$ cat src/hdl/radar_measurement_jacobian_top_macros.svh
// assertion macros shared by the rtl
`ifndef RADAR_MEASUREMENT_JACOBIAN_TOP_MACROS_SVH
`define RADAR_MEASUREMENT_JACOBIAN_TOP_MACROS_SVH

`ifndef SYNTHESIS

// checked only out of reset
`define RMJ_ASSERT(lbl, prop) \
  lbl: assert property (@(posedge clk_i) disable iff (!rst_ni) prop) \
    else $error("rmj assertion failed");

// checked on every edge, reset included
`define RMJ_ASSERT_ALWAYS(lbl, prop) \
  lbl: assert property (@(posedge clk_i) prop) \
    else $error("rmj assertion failed");

`else

`define RMJ_ASSERT(lbl, prop)
`define RMJ_ASSERT_ALWAYS(lbl, prop)

`endif

`endif

$ cat src/hdl/rmj_pkg.sv
package rmj_pkg;

  localparam int unsigned DataW     = 32;
  localparam int unsigned QuotW     = 32;
  localparam int unsigned SqrtSteps = 32;
  localparam int unsigned R2W       = 64;

  typedef struct packed {
    logic signed [DataW-1:0] pos_x;
    logic signed [DataW-1:0] pos_y;
    logic signed [DataW-1:0] vel_x;
    logic signed [DataW-1:0] vel_y;
  } in_t;

  typedef struct packed {
    logic signed [DataW-1:0] drho_dpx;
    logic signed [DataW-1:0] drho_dpy;
    logic signed [DataW-1:0] dphi_dpx;
    logic signed [DataW-1:0] dphi_dpy;
    logic signed [DataW-1:0] drate_dpx;
    logic signed [DataW-1:0] drate_dpy;
    logic                    singular;
  } out_t;

  // partial remainder and root handed from one square root cell to the next
  typedef struct packed {
    logic [R2W-1:0] rem;
    logic [R2W-1:0] root;
  } sqrt_t;

endpackage

$ cat src/hdl/rmj_sqrt_cell.sv
module rmj_sqrt_cell #(
  parameter int unsigned STEP = 0
) (
  input  logic           clk_i,
  input  logic           en_i,
  input  rmj_pkg::sqrt_t sq_i,
  output rmj_pkg::sqrt_t sq_o
);

  localparam int unsigned BitPos = 2 * (rmj_pkg::SqrtSteps - 1 - STEP);
  localparam logic [rmj_pkg::R2W-1:0] Bit = rmj_pkg::R2W'(1) << BitPos;

  rmj_pkg::sqrt_t sq_d, sq_q;
  logic [rmj_pkg::R2W-1:0] trial;

  always_comb begin
    trial = sq_i.root + Bit;
    if (sq_i.rem >= trial) begin
      sq_d.rem  = sq_i.rem - trial;
      sq_d.root = (sq_i.root >> 1) + Bit;
    end else begin
      sq_d.rem  = sq_i.rem;
      sq_d.root = sq_i.root >> 1;
    end
  end

  always_ff @(posedge clk_i) begin
    if (en_i) begin
      sq_q <= sq_d;
    end
  end

  assign sq_o = sq_q;

endmodule

$ cat config.mk
export PLATFORM = sky130hd
export DESIGN_NAME = rmj_sqrt_cell
export DESIGN_NICKNAME = d
export VERILOG_FILES = /design/src/hdl/radar_measurement_jacobian_top_macros.svh /design/src/hdl/rmj_pkg.sv /design/src/hdl/rmj_sqrt_cell.sv
export SDC_FILE = /design/constraint.sdc
export NUM_CORES = 1
export LEC_CHECK = 0
export ABC_CLOCK_PERIOD_IN_PS = 3200
export BUFFER_PORTS_ARGS = -buffer_cell sky130_fd_sc_hd__buf_4
export CAP_MARGIN = 20
export CORE_UTILIZATION = 45
export CTS_CLUSTER_DIAMETER = 120
export CTS_CLUSTER_SIZE = 20
export DETAILED_ROUTE_END_ITERATION = 8
export PLACE_DENSITY = 0.8
export SETUP_SLACK_MARGIN = 0.02
export SYNTH_ARGS = -nofsm -noshare
export SYNTH_HDL_FRONTEND = slang
export SYNTH_SLANG_ARGS = --single-unit
$ cat constraint.sdc
create_clock -name clk_i -period 3.2 [get_ports clk_i]
set_input_delay 0.16 -clock clk_i [delete_from_list [all_inputs] [get_ports clk_i]]
set_output_delay 0.16 -clock clk_i [all_outputs]
set_load 0.005 [all_outputs]
=== Yosys cells after proc, flatten, opt, wreduce, memory -nomap -nowiden ===
Index checks and enable logic that the tools add are counted.

* Register bits after elaboration: 128
* Output and inout bits: 128
* Logic and storage cells: 8

* Add/sub/neg operators: 3
* Order comparisons: 1
* Mux-type cells: 1

{| class="wikitable"
|+ Operator list
! operator !! number
|-
| $mux 128 || 1
|-
| $add 63x63->64 const B || 1
|-
| $add 64x63->64 const B || 1
|-
| $ge 64x64->1 || 1
|-
| $sub 64x64->64 || 1
|}

=== Longest topological paths before layout ===
* Depth in word-level cells: 3
* Mapped depth: 14
* Gate-level depth less buffers: 13

=== Least setup slack after synthesis ===
OpenSTA, ideal clock, no wires.

* Kind: input to register
* Start: input sq_i[16] (netlist name)
* End: register sq_q (netlist bit sq_o[124]), data pin
* Setup time: 257 ps
* Arrival time: 2,766 ps
* Data required time: 2,943 ps
* Slack: 177 ps
* Stages: 12
* Path through: inv_1 > ha_1 > and2_1 > nand3_1 > or3_1 > a41o_1 > nor3_2 > o21ai_1 > o41ai_4 > or4b_1 > a21oi_1 > nor3_1

{| class="wikitable"
|+ RTL lines
! what !! RTL line !! source
|-
| start: declaration || rmj_sqrt_cell.sv:6 || <nowiki>input rmj_pkg::sqrt_t sq_i,</nowiki>
|-
| end signal: assignment || rmj_sqrt_cell.sv:29 || <nowiki>sq_q <= sq_d;</nowiki>
|-
| end: declaration || rmj_sqrt_cell.sv:13 || <nowiki>rmj_pkg::sqrt_t sq_d, sq_q;</nowiki>
|}

==> impl_metrics.yaml <==
status:
  status: "finished, final reports clean"
yosys:
  ys_ff_latch: 128
  syn_nets: 1080
  synth_edf_count: 128
  syn_area_per_cell_sq_um: 9.73
  yosysWarnings: 0
  ys.flop_type: "edfxtp_1"
  yosysTopAreaCellShare_pct: 44.6
  yosys.area.top_type: "edfxtp_1"
  synth.distinct_cells: 58
  async_reset_ff_share_pct: 0
  synth_area_leaders: "edfxtp_1 (45%), ha_1 (9.3%), a21oi_1 (6.5%), a21o_1 (4.3%), xnor2_1 (3.7%)"
  ys_seq_area_share_pct: 44.6
  netlist_instances: 885
  netlist_area_sq_um: 8610
clock_network:
  cts.htree.levels: 4
  cts.sinks: 128
  clkSlewWorstSetupHoldPaths_ps: 60
  cts_made_buffers: 17
  max-clock-path-buffers: 2
  cts_tree: "yes"
  root_buffer: "clkbuf_16"
worst_setup_path:
  path_cells: "dlygate4sd3_1 -> buf_4 -> inv_1 -> ha_1 -> nand4_1 -> or3_1 -> nand2_1 -> o21ai_2 -> o41ai_4 -> buf_12 -> or4b_1 -> a21oi_1 -> nor3_1"
  required_ps: 3380
  cpPeakStageDelay_ps: 540
  cp-start-kind: "primary input"
  cp.arrival_ps: 3250
  setup.worst_path.end_class: "flop"
  cpMaxStageDelayCell: "dlygate4sd3_1"
  critical_path_class: "in2reg"
  crit_fanout: 7
global_route:
  grt_usage_pct: 25.8
  first_global_vias: 8206
  grt_max_degree: 84
  overflow: 0
  antenna_found_initial: 0
  grt_pass1_wl_um: 40000
sta:
  timing.hold.ws_ps: 27.8
  rsz0062_at_grt: "yes"
  worstMarginPinSlew_ps: 794
  fmax_mhz: 326
  period_minus_slack_ps: 3070
  setup_viol: 0
  period_share_pct: 95.9
  tns_ps: 0
  hold_viol: 0
  slew_headroom_pct: 47.1
  maxSlewViolCount: 0
route:
  drc_errors: 0
  wire_per_inst_um: 17.0
  vias: 8212
  topRoutingLayerUsed: "met4"
  routed_wirelength_um: 25700
  dr.pass1.iters: 6
  met2_wirelength_um: 12300
  met1_length_um: 10700
  vias_per_cell: 5.45
  wl_met3_um: 1900
  ant_nets: 0
  drt_iter0_drc: 636
floorplan:
  num_rows: 50
  dieArea_sq_um: 19700
  die_w_um: 140
  io_pins: 258
  core_area_sq_um: 18700
  start_util_pct: 46.0
  die_h_um: 140
placed_design:
  portBuffers: 257
  place_area_sq_um: 11300
  hpwl_um: 19000
  gp_congestion: 0.933
final_layout:
  diodes: 0
  final_nets: 1457
  fill_cells: 1388
  mostFrequentLayoutCell: "buf_4"
  largest_register_ffs: 128
  layout-drive-gt1-share_pct: 31.5
  area_growth_pct: 46.6
  layout_common_cells: "buf_4 (327), edfxtp_1 (128), a21oi_1 (106)"
  final_area_sq_um: 12600
power_and_ir_drop:
  power_leakage_nw: 5.79
  peakVddDrop_mv: 0.385
  pwr_density_cell_nw_per_um2: 475
hold_path:
  worstHoldPathType: "in2reg"
job:
  maxCapViolCount: 0
[worst max-delay path, delay by kind of cell]
| kind | cells | cell delay [ps] |
|---|---|---|
| adder cells (fa/ha/maj) | 1 | 350 |
| AND/OR/NAND/NOR | 5 | 1210 |
| AO/OA/AOI/OAI | 3 | 650 |
| buffers and inverters | 4 | 870 |
[path summary, 6_finish.rpt]
| check | to | depth (start not counted) | from | slack [ps] |
|---|---|---|---|---|
| max | sq_o[124] | 13 | sq_i[26] | 130 |
| min | sq_o[67] | 2 | sq_i[67] | 30 |
[timing repair]
action,in CTS,in global routing
hold buffers,62,0
setup endpoints to repair,0,63
gates resized for setup,0,24
hold endpoints to repair,62,0
buffers inserted,0,3
[stage by stage]
step	std cells	utilization, %	power (mW)	worst slack, ps
after floorplan	885	-	3.07	177
after global placement	1411	60.3	3.86	-177
after detailed placement	1411	60.3	3.91	-389
after CTS	1504	66.7	5.97	21.7
after global routing	1508	67.5	6.25	-15.3
final	1508	67.5	6.00	131
[layout make-up]
class                   count  area (sq um)  area share, %
multi-input cells         642          4410           34.9
well taps                 234           293           2.32
clock inverters            14           165           1.31
flip-flops and latches    128          3840           30.5
inverters                  78           293           2.32
repair buffers            395          3190           25.3
clock buffers              17           425           3.37
[synthesized netlist by cell type (2+ instances only)]
cell type and count:
nor2b_1 10, nand3_1 14, xnor2_1 36, xor2_1 20
ha_1 64, a211oi_1 4, o21bai_1 11, nand2b_1 3
o22ai_1 2, clkbuf_1 25, o31a_1 5, o21ai_1 3
o21ai_0 40, mux2_1 4, o31ai_1 2, a41oi_1 5
inv_1 78, nor3_1 11, a31oi_1 7, a21boi_0 5
and4b_1 2, mux2_2 10, and4_1 3, or3_1 4
a21oi_1 111, and3_1 13, buf_2 11, o41ai_1 2
nand4_1 18, a21o_1 49, nor4b_1 2, a211o_1 2
or2_2 4, nor2_1 82, o211ai_1 7, o21a_1 7
edfxtp_1 128, nand2_1 52, and2_1 10
[power by group]
part | internal [mW] | switching, mW
combinational | 0.948 | 0.898
clock | 1.22 | 0.772
sequential | 2.10 | 0.0646
[routing by layer]
metal,vias up,global-route usage (%)
met5,-,0
met4,0,10.8
met3,55,5.61
met2,369,43.7
met1,3804,31.6
li1,3984,-
[cells by family (layout without fill, tap and decap cells)]
kind of cell    after synthesis  count (layout)  share of synthesized area, %
compound gates              272             272                          19.8
simple gates                234             234                          13.2
flops                       128             128                          44.6
buf+inv                     115             504                          5.19
fa+ha+maj                    65              65                          9.53
xor+xnor                     56              56                          5.70
mux                          15              15                          1.95
Power figures use the tool's default switching activity.
